**config.mk**
```make
export PLATFORM = sky130hd
export DESIGN_NAME = utf8_payload_validator_unit
export DESIGN_NICKNAME = d
export VERILOG_FILES = /design/src/hw/rtl/u8v_pkg.sv /design/src/hw/rtl/u8v_front.sv /design/src/hw/rtl/u8v_queue.sv /design/src/hw/rtl/u8v_back.sv /design/src/hw/rtl/utf8_payload_validator_unit.sv
export SDC_FILE = /design/constraint.sdc
export NUM_CORES = 1
export LEC_CHECK = 0
export BUFFER_PORTS_ARGS = -buffer_cell sky130_fd_sc_hd__clkbuf_2
export CAP_MARGIN = 20
export CORE_ASPECT_RATIO = 0.9
export CORE_UTILIZATION = 56
export DETAILED_ROUTE_END_ITERATION = 16
export PLACE_DENSITY = 0.74
export SYNTH_ARGS = -nofsm -noshare
export SYNTH_HDL_FRONTEND = slang
export SYNTH_HIERARCHICAL = 1
export SYNTH_SLANG_ARGS = --single-unit
```
**constraint.sdc**
```tcl
create_clock -name clk -period 3.77 [get_ports clk]
set_input_delay 0.377 -clock clk [delete_from_list [all_inputs] [get_ports clk]]
set_output_delay 0.377 -clock clk [all_outputs]
set_load 0.01 [all_outputs]
```
**src/hw/rtl/u8v_pkg.sv**
```systemverilog
// u8v_pkg: shared types, constants and helpers for the UTF-8 payload validator.
// No dependencies; used by every module of the block.
`timescale 1ns / 1ps
`default_nettype none

package u8v_pkg;

    localparam int unsigned MAX_BYTES = 32;

    localparam int unsigned CNT_W = 6;
    localparam logic [CNT_W-1:0] COUNT_SAT = CNT_W'(MAX_BYTES + 1);
    localparam logic [CNT_W-1:0] COUNT_LIMIT = CNT_W'(MAX_BYTES);
    localparam logic [CNT_W-1:0] POS_CLAMP = '1;

    localparam int unsigned Q_DEPTH = 4;
    localparam int unsigned Q_PTR_W = $clog2(Q_DEPTH);
    localparam int unsigned Q_CNT_W = $clog2(Q_DEPTH + 1);

    localparam int unsigned CP_W = 21;
    localparam logic [CP_W-1:0] CP_MAX = 21'h10FFFF;
    localparam logic [CP_W-1:0] SURR_LO = 21'h00D800;
    localparam logic [CP_W-1:0] SURR_HI = 21'h00DFFF;
    localparam logic [CP_W-1:0] MIN_TWO = 21'h000080;
    localparam logic [CP_W-1:0] MIN_THREE = 21'h000800;
    localparam logic [CP_W-1:0] MIN_FOUR = 21'h010000;

    typedef enum logic [2:0] {
        KIND_ASCII,
        KIND_LEAD2,
        KIND_LEAD3,
        KIND_LEAD4,
        KIND_CONT,
        KIND_BAD
    } kind_t;

    typedef enum logic [2:0] {
        ST_OK       = 3'd0,
        ST_TOO_LONG = 3'd1,
        ST_ZERO     = 3'd2,
        ST_BAD_LEAD = 3'd3,
        ST_TRUNC    = 3'd4,
        ST_BAD_CONT = 3'd5,
        ST_BAD_CP   = 3'd6
    } status_t;

    typedef struct packed {
        logic [7:0] data_byte;
        logic       last_byte;
    } in_item_t;

    typedef struct packed {
        logic       message_done;
        logic [2:0] status;
    } out_item_t;

    typedef struct packed {
        kind_t      kind;
        logic [5:0] bits;
        logic       is_zero;
        logic       last;
    } cls_item_t;

    typedef struct packed {
        logic      avail;
        cls_item_t item;
    } q_head_t;

    function automatic logic [CP_W-1:0] class_min(input logic [1:0] cls);
        logic [CP_W-1:0] m;
        case (cls)
            2'd1:    m = MIN_TWO;
            2'd2:    m = MIN_THREE;
            default: m = MIN_FOUR;
        endcase
        return m;
    endfunction

endpackage

`default_nettype wire

```
**src/hw/rtl/u8v_front.sv**
```systemverilog
// u8v_front: input handshake and byte classification.
// Depends on u8v_pkg.
`timescale 1ns / 1ps
`default_nettype none

module u8v_front (
    input  wire logic               push,
    input  wire u8v_pkg::in_item_t  in_item,
    input  wire logic               q_full,
    output logic                    full,
    output logic                    enq,
    output u8v_pkg::cls_item_t      enq_item
);

    logic [7:0] b;

    assign b    = in_item.data_byte;
    assign full = q_full;
    assign enq  = push && !q_full;

    always_comb
    begin
        enq_item.is_zero = (b == 8'h00);
        enq_item.last    = in_item.last_byte;
        enq_item.bits    = b[5:0];
        case (b) inside
            [8'h00:8'h7F]:
            begin
                enq_item.kind = u8v_pkg::KIND_ASCII;
            end
            [8'h80:8'hBF]:
            begin
                enq_item.kind = u8v_pkg::KIND_CONT;
            end
            [8'hC0:8'hDF]:
            begin
                enq_item.kind = u8v_pkg::KIND_LEAD2;
                enq_item.bits = {1'b0, b[4:0]};
            end
            [8'hE0:8'hEF]:
            begin
                enq_item.kind = u8v_pkg::KIND_LEAD3;
                enq_item.bits = {2'b0, b[3:0]};
            end
            [8'hF0:8'hF7]:
            begin
                enq_item.kind = u8v_pkg::KIND_LEAD4;
                enq_item.bits = {3'b0, b[2:0]};
            end
            default:
            begin
                enq_item.kind = u8v_pkg::KIND_BAD;
            end
        endcase
    end

endmodule

`default_nettype wire

```
**src/hw/rtl/u8v_queue.sv**
```systemverilog
// u8v_queue: short queue of classified bytes between front and back.
// Depends on u8v_pkg.
`timescale 1ns / 1ps
`default_nettype none

module u8v_queue (
    input  wire logic                clk,
    input  wire logic                rst_n,
    input  wire logic                enq,
    input  wire u8v_pkg::cls_item_t  enq_item,
    output logic                     full,
    input  wire logic                deq,
    output u8v_pkg::q_head_t         head
);

    u8v_pkg::cls_item_t                 mem_reg [u8v_pkg::Q_DEPTH];
    logic [u8v_pkg::Q_PTR_W-1:0]        wr_ptr_reg, wr_ptr_next;
    logic [u8v_pkg::Q_PTR_W-1:0]        rd_ptr_reg, rd_ptr_next;
    logic [u8v_pkg::Q_CNT_W-1:0]        cnt_reg, cnt_next;

    localparam logic [u8v_pkg::Q_PTR_W-1:0] PTR_LAST = u8v_pkg::Q_PTR_W'(u8v_pkg::Q_DEPTH - 1);
    localparam logic [u8v_pkg::Q_CNT_W-1:0] CNT_FULL = u8v_pkg::Q_CNT_W'(u8v_pkg::Q_DEPTH);

    assign full       = (cnt_reg == CNT_FULL);
    assign head.avail = (cnt_reg != '0);
    assign head.item  = mem_reg[rd_ptr_reg];

    always_comb
    begin
        wr_ptr_next = wr_ptr_reg;
        rd_ptr_next = rd_ptr_reg;
        cnt_next    = cnt_reg;
        if (enq)
        begin
            wr_ptr_next = (wr_ptr_reg == PTR_LAST) ? '0 : wr_ptr_reg + 1'b1;
        end
        if (deq)
        begin
            rd_ptr_next = (rd_ptr_reg == PTR_LAST) ? '0 : rd_ptr_reg + 1'b1;
        end
        if (enq && !deq)
        begin
            cnt_next = cnt_reg + 1'b1;
        end
        else if (deq && !enq)
        begin
            cnt_next = cnt_reg - 1'b1;
        end
    end

    always_ff @(posedge clk or negedge rst_n)
    begin
        if (!rst_n)
        begin
            wr_ptr_reg <= '0;
            rd_ptr_reg <= '0;
            cnt_reg    <= '0;
        end
        else
        begin
            wr_ptr_reg <= wr_ptr_next;
            rd_ptr_reg <= rd_ptr_next;
            cnt_reg    <= cnt_next;
        end
    end

    always_ff @(posedge clk)
    begin
        if (enq)
        begin
            mem_reg[wr_ptr_reg] <= enq_item;
        end
    end

endmodule

`default_nettype wire

```
**src/hw/rtl/u8v_back.sv**
```systemverilog
// u8v_back: sequence decoder, length and zero checks, verdict and result register.
// Depends on u8v_pkg.
`timescale 1ns / 1ps
`default_nettype none

module u8v_back (
    input  wire logic               clk,
    input  wire logic               rst_n,
    input  wire u8v_pkg::q_head_t   head,
    output logic                    deq,
    output logic                    empty,
    input  wire logic               pop,
    output u8v_pkg::out_item_t      out_item
);

    localparam int unsigned CW = u8v_pkg::CNT_W;
    localparam int unsigned PW = u8v_pkg::CP_W;

    logic [1:0]          left_reg, left_next;
    logic [PW-1:0]       acc_reg, acc_next;
    logic [1:0]          mincls_reg, mincls_next;
    logic [CW-1:0]       count_reg, count_next;
    logic [CW-1:0]       seq_end_reg, seq_end_next;
    logic                zero_seen_reg, zero_seen_next;
    u8v_pkg::status_t    first_err_reg, first_err_next;
    logic [CW-1:0]       err_end_reg, err_end_next;
    logic                out_valid_reg, out_valid_next;
    u8v_pkg::out_item_t  out_reg, out_next;

    u8v_pkg::cls_item_t  it;
    logic [1:0]          lead_left;
    logic [1:0]          lead_cls;
    logic [CW:0]         end_sum;
    logic [PW-1:0]       acc_shift;
    u8v_pkg::status_t    verdict;

    assign it       = head.item;
    assign deq      = head.avail && (!out_valid_reg || pop);
    assign empty    = !out_valid_reg;
    assign out_item = out_reg;
    assign end_sum  = {1'b0, count_reg} + (CW+1)'(lead_left) + (CW+1)'(1);
    assign acc_shift = {acc_reg[PW-7:0], it.bits};

    always_comb
    begin
        case (it.kind)
            u8v_pkg::KIND_LEAD2:
            begin
                lead_left = 2'd1;
                lead_cls  = 2'd1;
            end
            u8v_pkg::KIND_LEAD3:
            begin
                lead_left = 2'd2;
                lead_cls  = 2'd2;
            end
            default:
            begin
                lead_left = 2'd3;
                lead_cls  = 2'd3;
            end
        endcase
    end

    always_comb
    begin
        left_next      = left_reg;
        acc_next       = acc_reg;
        mincls_next    = mincls_reg;
        count_next     = count_reg;
        seq_end_next   = seq_end_reg;
        zero_seen_next = zero_seen_reg;
        first_err_next = first_err_reg;
        err_end_next   = err_end_reg;
        out_valid_next = out_valid_reg;
        out_next       = out_reg;
        verdict        = u8v_pkg::ST_OK;

        if (deq)
        begin
            if (count_reg < u8v_pkg::COUNT_SAT)
            begin
                count_next = count_reg + 1'b1;
            end
            if (it.is_zero)
            begin
                zero_seen_next = 1'b1;
            end

            if (first_err_reg == u8v_pkg::ST_OK)
            begin
                if (left_reg == 2'd0)
                begin
                    case (it.kind)
                        u8v_pkg::KIND_ASCII:
                        begin
                        end
                        u8v_pkg::KIND_LEAD2, u8v_pkg::KIND_LEAD3, u8v_pkg::KIND_LEAD4:
                        begin
                            left_next    = lead_left;
                            acc_next     = PW'(it.bits);
                            mincls_next  = lead_cls;
                            seq_end_next = (end_sum > (CW+1)'(u8v_pkg::POS_CLAMP))
                                         ? u8v_pkg::POS_CLAMP : end_sum[CW-1:0];
                        end
                        default:
                        begin
                            first_err_next = u8v_pkg::ST_BAD_LEAD;
                        end
                    endcase
                end
                else if (it.kind != u8v_pkg::KIND_CONT)
                begin
                    first_err_next = u8v_pkg::ST_BAD_CONT;
                    err_end_next   = seq_end_reg;
                end
                else
                begin
                    acc_next  = acc_shift;
                    left_next = left_reg - 1'b1;
                    if (left_reg == 2'd1)
                    begin
                        if (acc_shift < u8v_pkg::class_min(mincls_reg)
                            || acc_shift > u8v_pkg::CP_MAX
                            || (acc_shift >= u8v_pkg::SURR_LO && acc_shift <= u8v_pkg::SURR_HI))
                        begin
                            first_err_next = u8v_pkg::ST_BAD_CP;
                        end
                    end
                end
            end

            if (it.last)
            begin
                if (count_next > u8v_pkg::COUNT_LIMIT)
                begin
                    verdict = u8v_pkg::ST_TOO_LONG;
                end
                else if (zero_seen_next)
                begin
                    verdict = u8v_pkg::ST_ZERO;
                end
                else if (first_err_next == u8v_pkg::ST_BAD_CONT && err_end_next > count_next)
                begin
                    verdict = u8v_pkg::ST_TRUNC;
                end
                else if (first_err_next != u8v_pkg::ST_OK)
                begin
                    verdict = first_err_next;
                end
                else if (left_next != 2'd0)
                begin
                    verdict = u8v_pkg::ST_TRUNC;
                end

                left_next      = '0;
                acc_next       = '0;
                mincls_next    = '0;
                count_next     = '0;
                seq_end_next   = '0;
                zero_seen_next = 1'b0;
                first_err_next = u8v_pkg::ST_OK;
                err_end_next   = '0;
            end

            out_valid_next        = 1'b1;
            out_next.message_done = it.last;
            out_next.status       = verdict;
        end
        else if (pop)
        begin
            out_valid_next = 1'b0;
        end
    end

    always_ff @(posedge clk or negedge rst_n)
    begin
        if (!rst_n)
        begin
            left_reg      <= '0;
            acc_reg       <= '0;
            mincls_reg    <= '0;
            count_reg     <= '0;
            seq_end_reg   <= '0;
            zero_seen_reg <= 1'b0;
            first_err_reg <= u8v_pkg::ST_OK;
            err_end_reg   <= '0;
            out_valid_reg <= 1'b0;
        end
        else
        begin
            left_reg      <= left_next;
            acc_reg       <= acc_next;
            mincls_reg    <= mincls_next;
            count_reg     <= count_next;
            seq_end_reg   <= seq_end_next;
            zero_seen_reg <= zero_seen_next;
            first_err_reg <= first_err_next;
            err_end_reg   <= err_end_next;
            out_valid_reg <= out_valid_next;
        end
    end

    always_ff @(posedge clk)
    begin
        out_reg <= out_next;
    end

endmodule

`default_nettype wire

```
**src/hw/rtl/utf8_payload_validator_unit.sv**
```systemverilog
// utf8_payload_validator_unit: top level of the UTF-8 payload validator.
// Depends on u8v_pkg, u8v_front, u8v_queue and u8v_back.
//
//   channel   handshake        payload      transaction
//   input     push / full      in_item      one payload byte, last flag
//   result    empty / pop      out_item     one result per byte, verdict on last
//
// One byte per cycle sustained while pop keeps up; a byte's result is shown after it
// passes the queue register and then the result register, when the queue is empty.
// The front classifies bytes into a four-entry queue; the back decodes one
// queued byte per cycle while pop keeps up, into a single result register,
// refilled in the cycle it is popped. Reset clears the queue, the decoder state
// and the result. A stalled result side fills the queue, then full rises.
`timescale 1ns / 1ps
`default_nettype none

module utf8_payload_validator_unit (
    input  wire logic               clk,
    input  wire logic               rst_n,
    input  wire logic               push,
    output logic                    full,
    input  wire u8v_pkg::in_item_t  in_item,
    output logic                    empty,
    input  wire logic               pop,
    output u8v_pkg::out_item_t      out_item
);

    logic                q_full;
    logic                enq;
    u8v_pkg::cls_item_t  enq_item;
    logic                deq;
    u8v_pkg::q_head_t    head;

    u8v_front u_front (
        .push     (push),
        .in_item  (in_item),
        .q_full   (q_full),
        .full     (full),
        .enq      (enq),
        .enq_item (enq_item)
    );

    u8v_queue u_queue (
        .clk      (clk),
        .rst_n    (rst_n),
        .enq      (enq),
        .enq_item (enq_item),
        .full     (q_full),
        .deq      (deq),
        .head     (head)
    );

    u8v_back u_back (
        .clk      (clk),
        .rst_n    (rst_n),
        .head     (head),
        .deq      (deq),
        .empty    (empty),
        .pop      (pop),
        .out_item (out_item)
    );

endmodule

`default_nettype wire

```
==> impl_metrics.py <==
metrics = {
    "outcome": {
        "status": "completed",
    },
    "critical_path": {
        "crit_buf_inv": 1,
        "start_kind": "flop",
        "crit_slowest_cell": "dfrtp_1",
        "ff2ff_setup_slack_ps": 430,
        "crit_fanout": 14,
        "crit_start": "u_queue/rd_ptr_reg[1]",
        "cp-end-kind": "flop",
        "crit_chain": "mux4_2, nor2_1, nand2_1, nand2_1, buf_4, mux2_2, ha_1, o21ai_0, a21oi_1, a2111oi_0, a311oi_1, o211ai_1",
        "crit_required_ps": 3890,
        "criticalPathCategory": "reg -> reg",
        "cp_slowest_stage_delay_ps": 690,
        "arrival_ps": 3460,
        "r2r-start": "u_queue/rd_ptr_reg[1]",
        "crit_family": "multiplexers",
        "cp_common_cell": "nand2_1",
    },
    "synthesis": {
        "ys_warn_count": 6,
        "synth_top_area_frac": 0.2948,
        "yosys.area.top_type": "edfxtp_1",
        "synth_seq_cells": 97,
        "synthArstFlopShare": 0.5052,
        "synth_area_leaders": "edfxtp_1 (29%), dfrtp_1 (25%), ha_1 (5.6%)",
        "synth-edff-count": 48,
        "ys_seq_area_frac": 0.5455,
        "ys_types": 63,
        "syn_inst": 415,
        "synth_area_per_cell_um2": 11.78,
        "synthesis.nets": 452,
        "synth_flop_cell": "dfrtp_1",
        "synth_area_um2": 4890,
    },
    "clocking": {
        "cts_resized": 0,
        "clkSinkCount": 97,
        "cts.reportedPaths.clkPinSlew_ps": 100,
        "post_cts_buffers": 0,
        "cts_made_buffers": 9,
        "htreeDepth": 3,
        "clock_latency_ps": 370,
        "hold_buffers": 0,
        "clockBufferDepth": 2,
        "cts_tree": "built",
        "root_buffer": "clkbuf_8",
    },
    "worst_hold_path": {
        "worstHoldPathType": "in -> async",
    },
    "sta": {
        "slew_violations": 0,
        "setup_viol": 0,
        "rsz0062_at_grt": "false",
        "setup_tns_ps": 0,
        "fin_crit_ps": 3336,
        "finalCritPeriodShare": 0.8849,
        "clock_skew_ps": 8.617,
        "hold_viol_final": 0,
        "fmax_mhz": 299.8,
        "tightest_slew_ps": 626.5,
        "final.setup.worst_slack_ps": 434.1,
        "relSlewSlack": 0.5808,
    },
    "run": {
        "cap_violations": 0,
    },
    "route": {
        "top_layer": "met4",
        "first_pass_iters": 4,
        "drt_iter0_markers": 152,
        "wl_per_cell_um": 15.97,
        "drcViolationCount": 0,
        "wl_met2_um": 4308,
        "ant_nets": 0,
        "wl_met3_um": 309,
        "drt_wl_total_um": 8765,
        "vias": 3132,
        "routedLengthMet1_um": 4056,
        "via_per_inst": 5.705,
    },
    "global_route": {
        "grt_overflow": 0,
        "grt_pass1_vias": 3112,
        "grt_pass1_wl_um": 14900,
        "track_usage": 0.2138,
        "antenna_found_initial": 0,
        "grt_max_degree": 50,
    },
    "power_and_ir_drop": {
        "peakVddDrop_uv": 361.1,
        "power_density_nw_per_um2": 740.7,
        "p_leak_nw": 2.103,
    },
    "floorplanning": {
        "core_area_um2": 8262,
        "die_area_um2": 9109,
        "die_h_um": 90.65,
        "ios": 19,
        "num_rows": 31,
        "initial_core_util": 0.5919,
        "die_w_um": 100.5,
    },
    "placed_design": {
        "gp_congestion": 0.8228,
        "dpl_worst_slack_ps": 443.4,
        "io_buffer_count": 18,
        "dp_cells": 533,
        "place_hpwl_um": 6088,
    },
    "cells_and_area": {
        "largest_reg_flops": 44,
        "fill_cells": 653,
        "nets": 466,
        "syn_to_final_growth_pct": 7.242,
        "drive_gt1_frac": 0.1475,
        "finalNonFillerCells": 549,
        "n_antenna_cell": 0,
    },
}
==> through the flow <==
step	hold slack (ps)	power [mW]	utilization	cell area [µm²]
CTS	116.3	3.913	0.6347	5244
global route	168.1	4.193	0.6347	5244
finish	113.2	3.884	0.6347	5244
detailed placement	472.2	3.260	0.6115	5052
global placement	466.6	3.206	0.6115	5052
floorplan	81.41	2.850	-	4890
==> final timing paths <==
path | end | cells after the start
min in group clk | u_queue/mem_reg[0][4] | 1
min | u_back/seq_end_reg[5] | 2
max in group asynchronous | u_back/first_err_reg[0] | 2
max | u_back/out_item[0] | 12
min reg2reg | u_queue/cnt_reg[2] | 1
max reg2reg | u_back/out_item[0] | 12
==> Yosys cell counts, types with 3 or more instances <==
cell type / number
dfrtp_1: 49
edfxtp_1: 48
o21ai_0: 38
inv_1: 35
nand2_1: 28
nand3_1: 25
ha_1: 22
nor2_1: 16
a21oi_1: 9
clkbuf_1: 9
a22oi_1: 8
mux2_2: 8
mux4_2: 8
nor3_1: 6
a31oi_1: 5
buf_2: 5
buf_4: 5
a211oi_1: 4
and2_1: 4
nand3b_1: 4
nor2b_1: 4
xor2_1: 4
a21boi_0: 3
mux4_1: 3
nand2b_1: 3
nand4b_1: 3
nor3b_1: 3
o22ai_1: 3
o31ai_1: 3
xnor2_1: 3
==> layer usage <==
layer / track usage / vias to the layer above
li1: - / 1554
met1: 0.2759 / 1518
met2: 0.3659 / 52
met3: 0.04876 / 8
met4: 0.05072 / 0
met5: 0 / -
==> where the power goes <==
part           internal, mW  switching (mW)  leakage [nW]
clock network         0.258           0.391        0.0997
logic                 0.672           0.941         0.918
registers              1.41           0.212          1.09
==> kinds of logic (layout without fill, tap and decap cells) <==
kind of cell / Yosys count / count (layout) / synth area share
muxes: 21 / 21 / 0.07574
DFF: 97 / 97 / 0.5455
and+or+nand+nor: 115 / 115 / 0.1256
xor gates and xnor gates: 7 / 7 / 0.01254
buffers and inverters: 58 / 77 / 0.05297
AOI/OAI and AO/OA: 93 / 93 / 0.1231
adders and majority gates: 24 / 24 / 0.06448
==> worst register-to-register path: stages (launching register included) <==
cell and delay (ps):
dfrtp_1 690, mux4_2 460, nor2_1 190, nand2_1 100, nand2_1 100, buf_4 200, mux2_2 350, ha_1 280
o21ai_0 80, a21oi_1 140, a2111oi_0 80, a311oi_1 310, o211ai_1 120
==> layout by cell type (no fill, tap or decap), types with 3 or more instances in the layout <==
cell,netlist,layout
a211oi_1,4,4
a21boi_0,3,3
a21oi_1,9,9
a22oi_1,8,8
a31oi_1,5,5
and2_1,4,4
buf_4,5,7
clkbuf_2,1,18
clkbuf_8,0,9
dfrtp_1,49,49
edfxtp_1,48,48
ha_1,22,22
inv_1,35,35
inv_6,0,4
mux2_2,8,8
mux4_1,3,3
mux4_2,8,8
nand2_1,28,28
nand2b_1,3,3
nand3_1,25,25
nand3b_1,4,4
nand4b_1,3,3
nor2_1,16,16
nor2b_1,4,4
nor3_1,6,6
nor3b_1,3,3
o21ai_0,38,38
o22ai_1,3,3
o31ai_1,3,3
xnor2_1,3,3
xor2_1,4,4
==> final cells by class <==
| cell class | instances | area (µm²) | share of cell area |
|---|---|---|---|
| Multi-Input combinational cell | 260 | 1963 | 0.3744 |
| Inverter | 36 | 135.1 | 0.02577 |
| Sequential cell | 97 | 2668 | 0.5087 |
| Timing Repair Buffer | 25 | 142.6 | 0.02720 |
| Clock buffer | 9 | 123.9 | 0.02362 |
| Tap cell | 115 | 143.9 | 0.02744 |
| Clock inverter | 7 | 67.56 | 0.01288 |
(Power assumes the default switching activity.)
